--- src/rtl/core/mtv_pkg.sv ---
`timescale 1ns / 1ps
// Shared constants, register codes and controller/datapath interface types.
package mtv_pkg;

  localparam int COORD_BITS_DEF = 12;
  localparam int AREA_BITS      = 24;
  localparam int CNT_BITS       = 8;
  localparam int CFG_IDX_BITS   = 2;
  localparam int CFG_DATA_BITS  = 24;

  localparam logic [AREA_BITS-1:0] AREA_LOW_RST    = 24'd1536;
  localparam logic [AREA_BITS-1:0] AREA_HIGH_RST   = 24'd230400;
  localparam logic [CNT_BITS-1:0]  THRESHOLD_RST   = 8'd1;
  localparam logic                 MOTION_ONLY_RST = 1'b0;
  localparam logic [CNT_BITS-1:0]  CNT_MAX         = 8'hFF;

  localparam logic OP_FRAME = 1'b0;
  localparam logic OP_CLEAR = 1'b1;

  typedef enum logic [CFG_IDX_BITS-1:0] {
    REG_AREA_LOW    = 2'd0,
    REG_AREA_HIGH   = 2'd1,
    REG_THRESHOLD   = 2'd2,
    REG_MOTION_ONLY = 2'd3
  } cfg_reg_t;

  // Datapath step issued by the controller in each cycle.
  typedef enum logic [3:0] {
    STEP_NONE   = 4'd0,
    STEP_AREA   = 4'd1,
    STEP_WW     = 4'd2,
    STEP_HH     = 4'd3,
    STEP_DX     = 4'd4,
    STEP_DY     = 4'd5,
    STEP_SUM    = 4'd6,
    STEP_DIV    = 4'd7,
    STEP_LIM    = 4'd8,
    STEP_SQ     = 4'd9,
    STEP_COMMIT = 4'd10
  } step_t;

  typedef struct packed {
    logic  load;
    step_t step;
  } dp_cmd_t;

  typedef struct packed {
    logic root_done;
  } dp_status_t;

endpackage

--- src/rtl/core/mtv_isqrt.sv ---
`timescale 1ns / 1ps
// Bit-serial integer square root, one result bit per cycle.
module mtv_isqrt #(
  parameter int W = 16
) (
  input  logic           clk,
  input  logic           rst,
  input  logic           start,
  input  logic [2*W-1:0] radicand,
  output logic [W-1:0]   root,
  output logic           done
);

  localparam int CW = $clog2(W);

  logic [2*W-1:0] rad;
  logic [W:0]     rem;
  logic [W-1:0]   root_r;
  logic [CW-1:0]  cnt;
  logic           busy;
  logic [W+2:0]   rem_t;
  logic [W+2:0]   trial;
  logic [W+2:0]   diff;
  logic           fits;

  always_comb begin
    rem_t = {rem, rad[2*W-1 -: 2]};
    trial = {1'b0, root_r, 2'b01};
    diff  = rem_t - trial;
    fits  = (rem_t >= trial);
  end

  always_ff @(posedge clk) begin
    if (rst) begin
      busy <= 1'b0;
      done <= 1'b0;
    end else if (start) begin
      busy   <= 1'b1;
      done   <= 1'b0;
      rad    <= radicand;
      rem    <= '0;
      root_r <= '0;
      cnt    <= '0;
    end else if (busy) begin
      rad    <= rad << 2;
      rem    <= fits ? diff[W:0] : rem_t[W:0];
      root_r <= {root_r[W-2:0], fits};
      cnt    <= cnt + 1'b1;
      if (cnt == CW'(W - 1)) begin
        busy <= 1'b0;
        done <= 1'b1;
      end
    end
  end

  assign root = root_r;

endmodule

--- src/rtl/core/mtv_datapath.sv ---
`timescale 1ns / 1ps
// Datapath: configuration, tracking state, shared multiplier, root unit and result register.
module mtv_datapath #(
  parameter int COORD_BITS = mtv_pkg::COORD_BITS_DEF
) (
  input  logic                             clk,
  input  logic                             rst,
  input  logic                             cfg_en,
  input  logic [mtv_pkg::CFG_IDX_BITS-1:0] cfg_index,
  input  logic [mtv_pkg::CFG_DATA_BITS-1:0] cfg_data,
  input  logic                             op,
  input  logic [COORD_BITS-1:0]            box_x,
  input  logic [COORD_BITS-1:0]            box_y,
  input  logic [COORD_BITS:0]              box_w,
  input  logic [COORD_BITS:0]              box_h,
  input  mtv_pkg::dp_cmd_t                 cmd,
  output mtv_pkg::dp_status_t              status,
  output logic                             detected,
  output logic                             captured,
  output logic signed [COORD_BITS+1:0]     direction_x
);

  localparam int SW  = COORD_BITS + 1;
  localparam int RW  = COORD_BITS + 4;
  localparam int PW  = 2 * RW;
  localparam int SQW = 2 * COORD_BITS + 3;
  localparam int DW  = COORD_BITS + 2;
  localparam int AB  = mtv_pkg::AREA_BITS;
  localparam int CB  = mtv_pkg::CNT_BITS;
  // floor(v/3) == (v * RECIP) >> (RW+1) for every v below 2**RW.
  localparam logic [RW-1:0] RECIP = RW'(((64'd1 << (RW + 1)) + 64'd2) / 64'd3);

  // Configuration.
  logic [AB-1:0] area_low;
  logic [AB-1:0] area_high;
  logic [CB-1:0] threshold;
  logic          motion_only;

  // Current request.
  logic          op_r;
  logic [SW-1:0] w_r;
  logic [SW-1:0] h_r;
  logic [SW-1:0] cx_r;
  logic [SW-1:0] cy_r;
  logic [SW-1:0] adx_r;
  logic [SW-1:0] ady_r;

  // Working registers.
  logic [PW-1:0]  p;
  logic [SQW-1:0] acc;
  logic [SQW-1:0] s;
  logic [AB-1:0]  area_r;
  logic           area_ok;
  logic           size_ok;
  logic [RW-2:0]  lim;

  // Tracking state.
  logic [AB-1:0]          prev_area;
  logic [SW-1:0]          prev_cx;
  logic [SW-1:0]          prev_cy;
  logic [SW-1:0]          start_cx;
  logic                   idle;
  logic [CB-1:0]          count;
  logic                   was_detected;
  logic signed [DW-1:0]   motion_dx;
  logic                   lock_set;
  logic                   lock_positive;

  // Root unit.
  logic          root_start;
  logic [PW-1:0] root_in;
  logic [RW-1:0] root_out;
  logic          root_done;

  // Combinational helpers.
  logic [SW:0]   dx_full;
  logic [SW:0]   dy_full;
  logic [SW:0]   dx_neg;
  logic [SW:0]   dy_neg;
  logic [SW-1:0] adx;
  logic [SW-1:0] ady;
  logic [RW-1:0] ma;
  logic [RW-1:0] mb;
  logic [AB-1:0] size_diff;
  logic [DW-1:0] mdx;
  logic          mdx_pos;
  logic          mdx_neg;
  logic [CB-1:0] cnt_inc;
  logic          pos_ok;

  // Commit decisions.
  logic                 verdict;
  logic                 idle_next;
  logic [CB-1:0]        count_next;
  logic signed [DW-1:0] dx_next;
  logic                 lock_set_next;
  logic                 lock_pos_next;
  logic                 take_ref;
  logic                 take_start;

  mtv_isqrt #(
    .W(RW)
  ) u_isqrt (
    .clk      (clk),
    .rst      (rst),
    .start    (root_start),
    .radicand (root_in),
    .root     (root_out),
    .done     (root_done)
  );

  assign status.root_done = root_done;
  assign root_start = (cmd.step == mtv_pkg::STEP_SUM);
  assign root_in    = (PW'(acc) << 4) + (PW'(acc) << 3) + PW'(acc);

  always_comb begin
    dx_full = {1'b0, cx_r} - {1'b0, prev_cx};
    dy_full = {1'b0, cy_r} - {1'b0, prev_cy};
    dx_neg  = -dx_full;
    dy_neg  = -dy_full;
    adx     = dx_full[SW] ? dx_neg[SW-1:0] : dx_full[SW-1:0];
    ady     = dy_full[SW] ? dy_neg[SW-1:0] : dy_full[SW-1:0];

    size_diff = (area_r >= prev_area) ? (area_r - prev_area) : (prev_area - area_r);

    mdx     = {1'b0, cx_r} - {1'b0, start_cx};
    mdx_neg = mdx[DW-1];
    mdx_pos = !mdx[DW-1] && (mdx != '0);
    cnt_inc = (count == mtv_pkg::CNT_MAX) ? count : count + 1'b1;
    pos_ok  = (s != '0) && (PW'(s) < p);
  end

  always_comb begin
    case (cmd.step)
      mtv_pkg::STEP_AREA: begin
        ma = RW'(w_r);
        mb = RW'(h_r);
      end
      mtv_pkg::STEP_WW: begin
        ma = RW'(w_r);
        mb = RW'(w_r);
      end
      mtv_pkg::STEP_HH: begin
        ma = RW'(h_r);
        mb = RW'(h_r);
      end
      mtv_pkg::STEP_DX: begin
        ma = RW'(adx_r);
        mb = RW'(adx_r);
      end
      mtv_pkg::STEP_DY: begin
        ma = RW'(ady_r);
        mb = RW'(ady_r);
      end
      mtv_pkg::STEP_DIV: begin
        ma = root_out;
        mb = RECIP;
      end
      mtv_pkg::STEP_SQ: begin
        ma = RW'(lim);
        mb = RW'(lim);
      end
      default: begin
        ma = '0;
        mb = '0;
      end
    endcase
  end

  // Outcome of a request, applied on the commit step.
  always_comb begin
    verdict       = was_detected;
    idle_next     = idle;
    count_next    = count;
    dx_next       = motion_dx;
    lock_set_next = lock_set;
    lock_pos_next = lock_positive;
    take_ref      = 1'b0;
    take_start    = 1'b0;
    if (op_r == mtv_pkg::OP_CLEAR) begin
      lock_set_next = 1'b0;
    end else begin
      verdict = 1'b0;
      if (area_ok) begin
        take_ref = 1'b1;
        if (idle) begin
          // First box in range becomes the reference.
          take_start = 1'b1;
          idle_next  = 1'b0;
          count_next = '0;
        end else if (size_ok && pos_ok) begin
          count_next = cnt_inc;
          if (cnt_inc >= threshold) begin
            if (was_detected) begin
              verdict = 1'b1;
            end else if (lock_set && ((mdx_pos && !lock_positive) ||
                                      (mdx_neg && lock_positive))) begin
              dx_next = '0;
            end else begin
              verdict = 1'b1;
              dx_next = signed'(mdx);
              if (!lock_set) begin
                lock_set_next = 1'b1;
                lock_pos_next = !mdx[DW-1];
              end
            end
          end
        end else begin
          idle_next = 1'b1;
        end
      end
    end
  end

  always_ff @(posedge clk) begin
    if (rst) begin
      area_low    <= mtv_pkg::AREA_LOW_RST;
      area_high   <= mtv_pkg::AREA_HIGH_RST;
      threshold   <= mtv_pkg::THRESHOLD_RST;
      motion_only <= mtv_pkg::MOTION_ONLY_RST;
    end else if (cfg_en) begin
      case (mtv_pkg::cfg_reg_t'(cfg_index))
        mtv_pkg::REG_AREA_LOW:    area_low    <= cfg_data[AB-1:0];
        mtv_pkg::REG_AREA_HIGH:   area_high   <= cfg_data[AB-1:0];
        mtv_pkg::REG_THRESHOLD:   threshold   <= cfg_data[CB-1:0];
        mtv_pkg::REG_MOTION_ONLY: motion_only <= cfg_data[0];
        default: ;
      endcase
    end
  end

  always_ff @(posedge clk) begin
    if (cmd.load) begin
      op_r <= op;
      w_r  <= box_w;
      h_r  <= box_h;
      cx_r <= {1'b0, box_x} + {1'b0, box_w[SW-1:1]};
      cy_r <= {1'b0, box_y} + {1'b0, box_h[SW-1:1]};
    end
    case (cmd.step)
      mtv_pkg::STEP_AREA: begin
        p     <= ma * mb;
        adx_r <= adx;
        ady_r <= ady;
      end
      mtv_pkg::STEP_WW: begin
        area_ok <= (p >= PW'(area_low)) && (p <= PW'(area_high));
        area_r  <= p[AB-1:0];
        p       <= ma * mb;
      end
      mtv_pkg::STEP_HH: begin
        acc     <= p[SQW-1:0];
        size_ok <= (size_diff < (area_r >> 1));
        p       <= ma * mb;
      end
      mtv_pkg::STEP_DX: begin
        acc <= acc + p[SQW-1:0];
        p   <= ma * mb;
      end
      mtv_pkg::STEP_DY: begin
        s <= p[SQW-1:0];
        p <= ma * mb;
      end
      mtv_pkg::STEP_SUM: begin
        s <= s + p[SQW-1:0];
      end
      mtv_pkg::STEP_DIV: begin
        p <= ma * mb;
      end
      mtv_pkg::STEP_LIM: begin
        lim <= p[PW-1:RW+1];
      end
      mtv_pkg::STEP_SQ: begin
        p <= ma * mb;
      end
      default: ;
    endcase
  end

  always_ff @(posedge clk) begin
    if (rst) begin
      prev_area     <= '0;
      prev_cx       <= '0;
      prev_cy       <= '0;
      start_cx      <= '0;
      idle          <= 1'b1;
      count         <= '0;
      was_detected  <= 1'b0;
      motion_dx     <= '0;
      lock_set      <= 1'b0;
      lock_positive <= 1'b0;
    end else if (cmd.step == mtv_pkg::STEP_COMMIT) begin
      was_detected  <= verdict;
      idle          <= idle_next;
      count         <= count_next;
      motion_dx     <= dx_next;
      lock_set      <= lock_set_next;
      lock_positive <= lock_pos_next;
      if (take_ref) begin
        prev_area <= area_r;
        prev_cx   <= cx_r;
        prev_cy   <= cy_r;
      end
      if (take_start) begin
        start_cx <= cx_r;
      end
    end
  end

  always_ff @(posedge clk) begin
    if (cmd.step == mtv_pkg::STEP_COMMIT) begin
      detected    <= verdict;
      captured    <= verdict && !motion_only;
      direction_x <= dx_next;
    end
  end

endmodule

--- src/rtl/core/mtv_ctrl.sv ---
`timescale 1ns / 1ps
// Controller: sequences the datapath steps and runs both handshakes.
module mtv_ctrl (
  input  logic                clk,
  input  logic                rst,
  input  logic                in_valid,
  output logic                in_stall,
  output logic                out_valid,
  input  logic                out_stall,
  input  mtv_pkg::dp_status_t status,
  output mtv_pkg::dp_cmd_t    cmd
);

  typedef enum logic [11:0] {
    S_IDLE   = 12'b000000000001,
    S_AREA   = 12'b000000000010,
    S_WW     = 12'b000000000100,
    S_HH     = 12'b000000001000,
    S_DX     = 12'b000000010000,
    S_DY     = 12'b000000100000,
    S_SUM    = 12'b000001000000,
    S_ROOT   = 12'b000010000000,
    S_DIV    = 12'b000100000000,
    S_LIM    = 12'b001000000000,
    S_SQ     = 12'b010000000000,
    S_COMMIT = 12'b100000000000
  } state_t;

  state_t state;
  state_t state_next;
  logic   out_free;
  logic   commit;

  assign in_stall = (state != S_IDLE);
  assign out_free = !out_valid || !out_stall;
  assign commit   = (state == S_COMMIT) && out_free;

  always_comb begin
    state_next = state;
    cmd.load   = 1'b0;
    cmd.step   = mtv_pkg::STEP_NONE;
    case (state)
      S_IDLE: begin
        if (in_valid) begin
          cmd.load   = 1'b1;
          state_next = S_AREA;
        end
      end
      S_AREA: begin
        cmd.step   = mtv_pkg::STEP_AREA;
        state_next = S_WW;
      end
      S_WW: begin
        cmd.step   = mtv_pkg::STEP_WW;
        state_next = S_HH;
      end
      S_HH: begin
        cmd.step   = mtv_pkg::STEP_HH;
        state_next = S_DX;
      end
      S_DX: begin
        cmd.step   = mtv_pkg::STEP_DX;
        state_next = S_DY;
      end
      S_DY: begin
        cmd.step   = mtv_pkg::STEP_DY;
        state_next = S_SUM;
      end
      S_SUM: begin
        cmd.step   = mtv_pkg::STEP_SUM;
        state_next = S_ROOT;
      end
      S_ROOT: begin
        if (status.root_done) begin
          state_next = S_DIV;
        end
      end
      S_DIV: begin
        cmd.step   = mtv_pkg::STEP_DIV;
        state_next = S_LIM;
      end
      S_LIM: begin
        cmd.step   = mtv_pkg::STEP_LIM;
        state_next = S_SQ;
      end
      S_SQ: begin
        cmd.step   = mtv_pkg::STEP_SQ;
        state_next = S_COMMIT;
      end
      S_COMMIT: begin
        // The result register must be empty or emptying before state is updated.
        if (out_free) begin
          cmd.step   = mtv_pkg::STEP_COMMIT;
          state_next = S_IDLE;
        end
      end
      default: begin
        state_next = S_IDLE;
      end
    endcase
  end

  always_ff @(posedge clk) begin
    if (rst) begin
      state     <= S_IDLE;
      out_valid <= 1'b0;
    end else begin
      state <= state_next;
      if (commit) begin
        out_valid <= 1'b1;
      end else if (!out_stall) begin
        out_valid <= 1'b0;
      end
    end
  end

endmodule

--- src/rtl/core/motion_track_validator.sv ---
`timescale 1ns / 1ps
// Top level of the motion track validator: controller plus datapath.
//
// Each request is one frame's bounding box or a clear of the direction lock, and each gives
// exactly one result. Every request, whatever the op, runs the same sequence of steps from
// acceptance until its result is loaded into the output register: a bit-serial square root
// of 25*(w*w+h*h), and single steps of one shared multiplier (area, squares, divide by three,
// square of the position limit). One request is in flight at a time; a new one is accepted
// as soon as the previous result sits in the output register, and a stalled result only holds
// off the final update of the next request. Configuration writes are taken at any time but
// are meant for while the block is idle.
module motion_track_validator #(
  parameter int COORD_BITS = mtv_pkg::COORD_BITS_DEF
) (
  input  logic                              clk,
  input  logic                              rst,
  input  logic                              cfg_en,
  input  logic [mtv_pkg::CFG_IDX_BITS-1:0]  cfg_index,
  input  logic [mtv_pkg::CFG_DATA_BITS-1:0] cfg_data,
  input  logic                              in_valid,
  output logic                              in_stall,
  input  logic                              op,
  input  logic [COORD_BITS-1:0]             box_x,
  input  logic [COORD_BITS-1:0]             box_y,
  input  logic [COORD_BITS:0]               box_w,
  input  logic [COORD_BITS:0]               box_h,
  output logic                              out_valid,
  input  logic                              out_stall,
  output logic                              detected,
  output logic                              captured,
  output logic signed [COORD_BITS+1:0]      direction_x
);

  mtv_pkg::dp_cmd_t    cmd;
  mtv_pkg::dp_status_t status;

  mtv_ctrl u_ctrl (
    .clk       (clk),
    .rst       (rst),
    .in_valid  (in_valid),
    .in_stall  (in_stall),
    .out_valid (out_valid),
    .out_stall (out_stall),
    .status    (status),
    .cmd       (cmd)
  );

  mtv_datapath #(
    .COORD_BITS(COORD_BITS)
  ) u_datapath (
    .clk         (clk),
    .rst         (rst),
    .cfg_en      (cfg_en),
    .cfg_index   (cfg_index),
    .cfg_data    (cfg_data),
    .op          (op),
    .box_x       (box_x),
    .box_y       (box_y),
    .box_w       (box_w),
    .box_h       (box_h),
    .cmd         (cmd),
    .status      (status),
    .detected    (detected),
    .captured    (captured),
    .direction_x (direction_x)
  );

endmodule
--- config.mk ---
export PLATFORM = sky130hd
export DESIGN_NAME = motion_track_validator
export DESIGN_NICKNAME = d
export VERILOG_FILES = /design/src/rtl/core/mtv_pkg.sv /design/src/rtl/core/mtv_isqrt.sv /design/src/rtl/core/mtv_datapath.sv /design/src/rtl/core/mtv_ctrl.sv /design/src/rtl/core/motion_track_validator.sv
export SDC_FILE = /design/constraint.sdc
export NUM_CORES = 2
export LEC_CHECK = 0
export ABC_AREA = 1
export BUFFER_PORTS_ARGS = -buffer_cell sky130_fd_sc_hd__buf_2
export CORE_MARGIN = 3
export CORE_UTILIZATION = 25
export CTS_BUF_LIST = sky130_fd_sc_hd__clkbuf_8
export CTS_CLUSTER_DIAMETER = 50
export CTS_CLUSTER_SIZE = 40
export DETAILED_ROUTE_END_ITERATION = 10
export SETUP_SLACK_MARGIN = 0.1
export SLEW_MARGIN = 20
export SYNTH_ARGS = -nofsm -noshare
export SYNTH_HDL_FRONTEND = slang
export SYNTH_SLANG_ARGS = --single-unit
--- constraint.sdc ---
create_clock -name clk -period 10.3 [get_ports clk]
set_input_delay 1.03 -clock clk [delete_from_list [all_inputs] [get_ports clk]]
set_output_delay 1.03 -clock clk [all_outputs]
set_load 0.03 [all_outputs]
# Word-level counts from Yosys, hierarchy flattened
# Cells that the tools add are included.
word_totals:
  reg_bits: 452
  latchBits: 0
  mem_bits_rw: 0
  romBits: 0
  inputBits: 82
  output_inout_bits: 18
  word_cells: 204
  n_memories: 0
classes:
  addsub: 16
  multipliers: 1
  div: 0
  order_cmp: 7
  eq_ne: 35
  shift: 0
  n_mux: 57
  bitwise: 6
  n_reduce_logical: 43
ops:
  columns: ["cell", "count"]
  rows:
  - ["$pmux W16 S6", 2]
  - ["$pmux W12 S12", 1]
  - ["$pmux W27 S2", 2]
  - ["$mux W14", 7]
  - ["$mux W32", 2]
  - ["$add A27 B27 Y27", 2]
  - ["$sub A24 B24 Y24", 2]
  - ["$sub A13 B13 Y14", 3]
  - ["$pmux W4 S10", 1]
  - ["$mux W12", 3]
  - ["$mux W17", 2]
  - ["$add A31 B30 Y32", 1]
  - ["$add A32 B27 Y32", 1]
  - ["$ge A32 B24 Y1", 1]
  - ["$le A32 B24 Y1", 1]
  - ["$lt A27 B32 Y1", 1]
  - ["$mul A16 B16 Y32", 1]
  - ["$mux W1", 28]
  - ["$reduce_bool A27 Y1", 1]
  - ["$add A12 B12 Y13", 2]
  - ["$mux W13", 2]
  - ["$neg A13 Y13", 2]
  - ["$ge A24 B24 Y1", 1]
  - ["$lt A24 B23 Y1", 1]
  - ["45 further kinds", 95]

# Longest topological paths before layout
logic_depth:
  word_depth: 14
  depth_mapped: 38
  mapped_depth_nobuf: 36

# Modules after synthesis
# Synthesis repeated with hierarchy kept, for this count alone.
unflattened:
  cells_unflattened: 5142
  hier_area_um2: 40675.3
modules_own_cells:
  columns: ["module", "n_inst", "cells_each", "area_per_inst_um2", "seq_area_each_um2"]
  rows:
  - ["mtv_datapath", 1, 4501, 35671.7, 9589.2]
  - ["mtv_isqrt", 1, 523, 4214.0, 2112.0]
  - ["mtv_ctrl", 1, 118, 789.5, 260.2]

# Least setup slack after synthesis
# OpenSTA, ideal clock, no wires.
synth_timing:
  kind: "reg2reg"
  from: "reg u_ctrl.state[6]"
  to: "reg u_datapath.p[28], data pin"
  arrival_time_ns: 6.852
  required_time_ns: 10.038
  slack_ns: 3.186
  stages_incl_launch_ff: 33
  path_buffers: 1
  synth_period_minus_slack_ns: 7.114
  path_cell_list: "dfxtp_1 -> or2_1 -> nor2_2 -> nand2_1 -> inv_2 -> nand4_2 -> inv_1 -> nor2_8 -> o211ai_2 -> buf_4 -> nand2_1 -> fa_1 -> inv_1 -> fa_1 -> inv_1 -> fa_1 -> inv_1 -> fa_1 -> fa_1 -> inv_1 -> fa_1 -> inv_1 -> ha_1 -> nand2_1 -> inv_1 -> nand2_1 -> nor3_1 -> nand2_1 -> o211ai_1 -> nand3_1 -> nand2_1 -> a21oi_1 -> xor2_1"
synth_via:
  elab_chain_cells: 6
  elab_cells_between_ends: 23
synth_lines:
  columns: ["item", "line_no", "rtl"]
  rows:
  - ["start, declared", "mtv_ctrl.sv:29", "state_t state;"]
  - ["start signal, assigned", "mtv_ctrl.sv:108", "state <= state_next;"]
  - ["$eq A12 B12 Y1, or another cell as far along", "mtv_ctrl.sv:42", "case (state)"]
  - ["$pmux W4 S10 *", "mtv_ctrl.sv:42", null]
  - ["$eq A4 B1 Y1 / $eq A4 B2 Y1 (equally long branches)", "mtv_datapath.sv:134, mtv_datapath.sv:240", null]
  - ["$reduce_or A2 Y1 (no source line)", null, null]
  - ["$pmux W16 S6", "mtv_datapath.sv:134", "case (cmd.step)"]
  - ["$mul A16 B16 Y32 *", null, null]
  - ["end signal, assigned", "mtv_datapath.sv:242", "p <= ma * mb;"]
  - ["end signal, assigned", "mtv_datapath.sv:249", "p <= ma * mb;"]
  - ["end signal, assigned", "mtv_datapath.sv:254", "p <= ma * mb;"]
  - ["end, declared", "mtv_datapath.sv:49", "logic [PW-1:0] p;"]
# Every way passes the cells marked *; elsewhere a longest branch is shown, timed or not.
# A chain may end at the register's enable or synchronous reset.

# Final worst setup path
layout_timing:
  from: "reg u_ctrl.state[7]"
  to: "reg u_datapath.p[28], data pin"
# Same word-level chain as after synthesis.

==> impl_metrics.py <==
metrics = {
    "run_status": {
        "status": "finished clean",
    },
    "route": {
        "drtAntennaViolNets": 0,
        "drc": 0,
        "wire_per_inst_um": 15.9,
        "vias": 33400,
        "viasPerCell": 4.58,
        "postRouteWirelength_mm": 116,
        "dr.pass1.iters": 6,
        "drt_iter0_markers": 2395,
    },
    "yosys": {
        "synth_seq_cells": 452,
        "synth_area_leaders": "edfxtp_1 22%, ha_1 13%, fa_1 11%",
        "ys.warnings.count": 0,
        "synth-edff-count": 291,
        "ys_top_cells_by_count": "988 x nand2_1, 950 x inv_1, 446 x a21oi_1, 424 x ha_1, 366 x o21ai_0",
        "synth-simple-area-share": 0.174,
        "synth_top_family_by_area": "adder cells",
        "seq_area_frac_synth": 0.297,
        "synth_xor_area_frac": 0.0343,
        "syn_avg_cell_area_um2": 8.00,
        "netlist_area_um2": 40300,
        "netlist_instances": 5036,
        "synthFlopType": "edfxtp_1",
        "synth_fa_ha_area_frac": 0.244,
        "synthArstFlopShare": 0,
        "muxShareOfSynthArea": 0.000248,
        "synth_compound_area_frac": 0.143,
        "synth_top_area_share": 0.217,
        "synth_area_leader_cell": "edfxtp_1",
        "yosysMostFrequentCell": "nand2_1",
        "ys_types": 69,
    },
    "min_path": {
        "hp-start": "u_datapath.op_r",
        "hold_path_class": "flip-flop to flip-flop",
        "min_path_cells": 1,
        "hold_end": "u_datapath.lock_set",
    },
    "critical_path": {
        "regToRegSetupSlack_ns": 2.08,
        "crit_fanout": 35,
        "r2r_cells": 31,
        "cp-start-kind": "flip-flop",
        "r2r_end": "u_datapath.p[28]",
        "reg2reg_from": "u_ctrl.state[7]",
        "critPathSlowestCell": "o211ai_2",
        "arrival_ns": 8.70,
        "critPathRequiredTime_ns": 10.78,
        "critPathMaxStageDelay_ns": 0.82,
        "setup.worst_path.end_class": "flip-flop",
        "crit_type": "flip-flop to flip-flop",
    },
    "timing": {
        "setup_violations": 0,
        "timing.final.crit_share": 0.798,
        "slew_headroom": 0.316,
        "rsz0062_at_grt": "false",
        "tns_ns": 0,
        "fmax_mhz": 122,
        "maxSlewViolCount": 0,
        "worst_pin_slew_ns": 1.03,
        "min_period_ns": 8.22,
        "finalClockSkew_ns": 0.0950,
        "hold_viol": 0,
    },
    "layout": {
        "final-instance-count-excl-fill": 7289,
        "drive_gt1_frac": 0.0642,
        "nets": 5826,
        "areaGrowthSynthToFinish_pct": 10.1,
    },
    "floorplanning": {
        "fp.dieH_um": 407,
        "die_w_um": 407,
        "dieArea_um2": 166000,
        "coreArea_um2": 159000,
        "row_count": 146,
        "start_util": 0.253,
        "io_pins": 100,
    },
    "clock_network": {
        "clkTransAtPathRegs_ns": 0.11,
        "h-tree-depth": 2,
        "cts_buffers": 55,
        "post_cts_resized": 0,
        "cts_tree": "done",
        "clkLatencyLatePin_ns": 0.76,
        "cts_buffer_depth": 3,
        "ctsHoldBuffers": 0,
        "post_cts.repair.setup_buffers": 0,
        "cts.sinks": 452,
        "root_buffer": "clkbuf_8",
    },
    "place": {
        "post-place-cells": 7182,
        "hpwl_mm": 92.2,
        "io_buffers": 99,
        "routabilityCongestion": 0.963,
    },
    "global_route": {
        "antenna_found_initial": 4,
        "grt.overflow.total": 0,
        "grt_pass1_wl_mm": 182,
        "gr-usage-all-layers": 0.136,
        "grt_pass1_vias": 32800,
        "grt_max_degree": 98,
    },
    "job": {
        "cap_violations": 0,
    },
    "power": {
        "power_density_nw_per_um2": 119,
        "vdd_ir_drop_max_v": 0.000101,
        "power.total_mw": 5.29,
        "power.leakage_nw": 20.8,
    },
}
## where the power goes
part | leakage (nW) | switching (mW) | total, mW | internal (mW)
sequential | 3.97 | 0.128 | 2.25 | 2.13
combinational | 16.1 | 1.00 | 1.49 | 0.487
clock | 0.675 | 0.875 | 1.55 | 0.674
total | 20.8 | 2.00 | 5.29 | 3.29
## area by class of cell
class / count / area, um^2
Timing Repair Buffer: 117 / 631
Sequential cell: 452 / 12000
Clock inverter: 46 / 547
Multi-Input combinational cell: 3496 / 24100
Antenna cell: 4 / 10.0
Tap cell: 2146 / 2690
Inverter: 971 / 3650
Clock buffer: 57 / 785
Fill cell: 17300 / 115000
## cells in the final DEF (no fill, tap or decap), types with 6 or more instances in the layout
master / synthesis / layout
nand2_2: 9 / 9
buf_4: 19 / 18
a22oi_1: 6 / 6
nand4_1: 36 / 36
dfxtp_1: 161 / 161
a22o_1: 13 / 13
inv_2: 17 / 18
xor2_1: 115 / 115
fa_1: 227 / 227
o21bai_1: 24 / 24
conb_1: 2 / 7
nand2_1: 988 / 988
a211oi_1: 12 / 12
o21ai_0: 366 / 366
buf_2: 28 / 99
o21a_1: 26 / 26
or2_2: 34 / 34
clkbuf_8: 0 / 57
a31oi_1: 24 / 24
a21oi_1: 446 / 445
inv_1: 950 / 952
edfxtp_1: 291 / 291
nor4_1: 22 / 21
nor3_1: 53 / 53
ha_1: 424 / 424
inv_8: 0 / 7
a21o_1: 33 / 33
nor2_2: 6 / 6
a21boi_0: 8 / 8
nor2_1: 273 / 271
xnor2_1: 43 / 43
and2_1: 8 / 8
o2111ai_1: 8 / 8
o211ai_1: 15 / 15
inv_6: 0 / 9
nand3b_1: 11 / 11
nand3_1: 186 / 185
## logic make-up (layout without fill, tap and decap cells)
family	Yosys count	in the layout
compound gates	1025	1025
xor+xnor	158	158
flops	452	452
mux	1	1
buf+inv	1093	1191
simple gates	1654	1654
other cells	2	11
fa+ha+maj	651	651
## how the worst max path moves through the flow
stage	end	start	slack, ns
global placement	u_datapath.p[28]	u_ctrl.state[6]	2.18
floorplan	u_datapath.p[28]	u_ctrl.state[6]	3.19
CTS	u_datapath.p[28]	u_ctrl.state[7]	2.12
detailed placement	u_datapath.p[28]	u_ctrl.state[7]	2.15
finish	u_datapath.p[28]	u_ctrl.state[7]	2.08
global route	u_datapath.p[28]	u_ctrl.state[4]	1.54
## sequential cells by signal (all words and copies together), names as in the netlist, 13 cells and up
register / cells
u_datapath.p: 32
u_datapath.u_isqrt.rad: 32
u_datapath.acc: 27
u_datapath.s: 27
u_datapath.area_high: 24
u_datapath.area_low: 24
u_datapath.area_r: 24
u_datapath.prev_area: 24
u_datapath.u_isqrt.rem: 17
u_datapath.u_isqrt.root: 16
u_datapath.lim: 15
u_datapath.direction_x: 14
u_datapath.motion_dx: 14
u_datapath.adx_r: 13
u_datapath.ady_r: 13
u_datapath.cx_r: 13
u_datapath.cy_r: 13
u_datapath.h_r: 13
u_datapath.prev_cx: 13
u_datapath.prev_cy: 13
u_datapath.start_cx: 13
u_datapath.w_r: 13
## per-stage QoR
| step | hold slack (ns) | setup slack (ns) | util | instance area, um^2 |
|---|---|---|---|---|
| after floorplan | 0.423 | 3.19 | - | 40300 |
| after global placement | 0.433 | 2.18 | 0.270 | 43000 |
| after detailed placement | 0.440 | 2.15 | 0.270 | 43000 |
| after CTS | 0.400 | 2.12 | 0.278 | 44300 |
| after global routing | 0.414 | 1.54 | 0.278 | 44400 |
| final | 0.455 | 2.08 | 0.279 | 44400 |
## metal layers
layer	track usage	up-vias	share of wire
met5	0	-	0
met4	0.0463	0	0.036
met3	0.0203	204	0.058
met2	0.219	825	0.45
met1	0.185	15800	0.46
li1	-	16500	-
## critical path, delay by kind of cell (launching register included)
family / cells / cell delay, ns
compound gates: 3 / 1.19
xor+xnor: 1 / 0.14
fa+ha+maj: 7 / 3.53
buf+inv: 8 / 1.16
flops: 1 / 0.33
simple gates: 12 / 1.61
(Power assumes the default switching activity.)
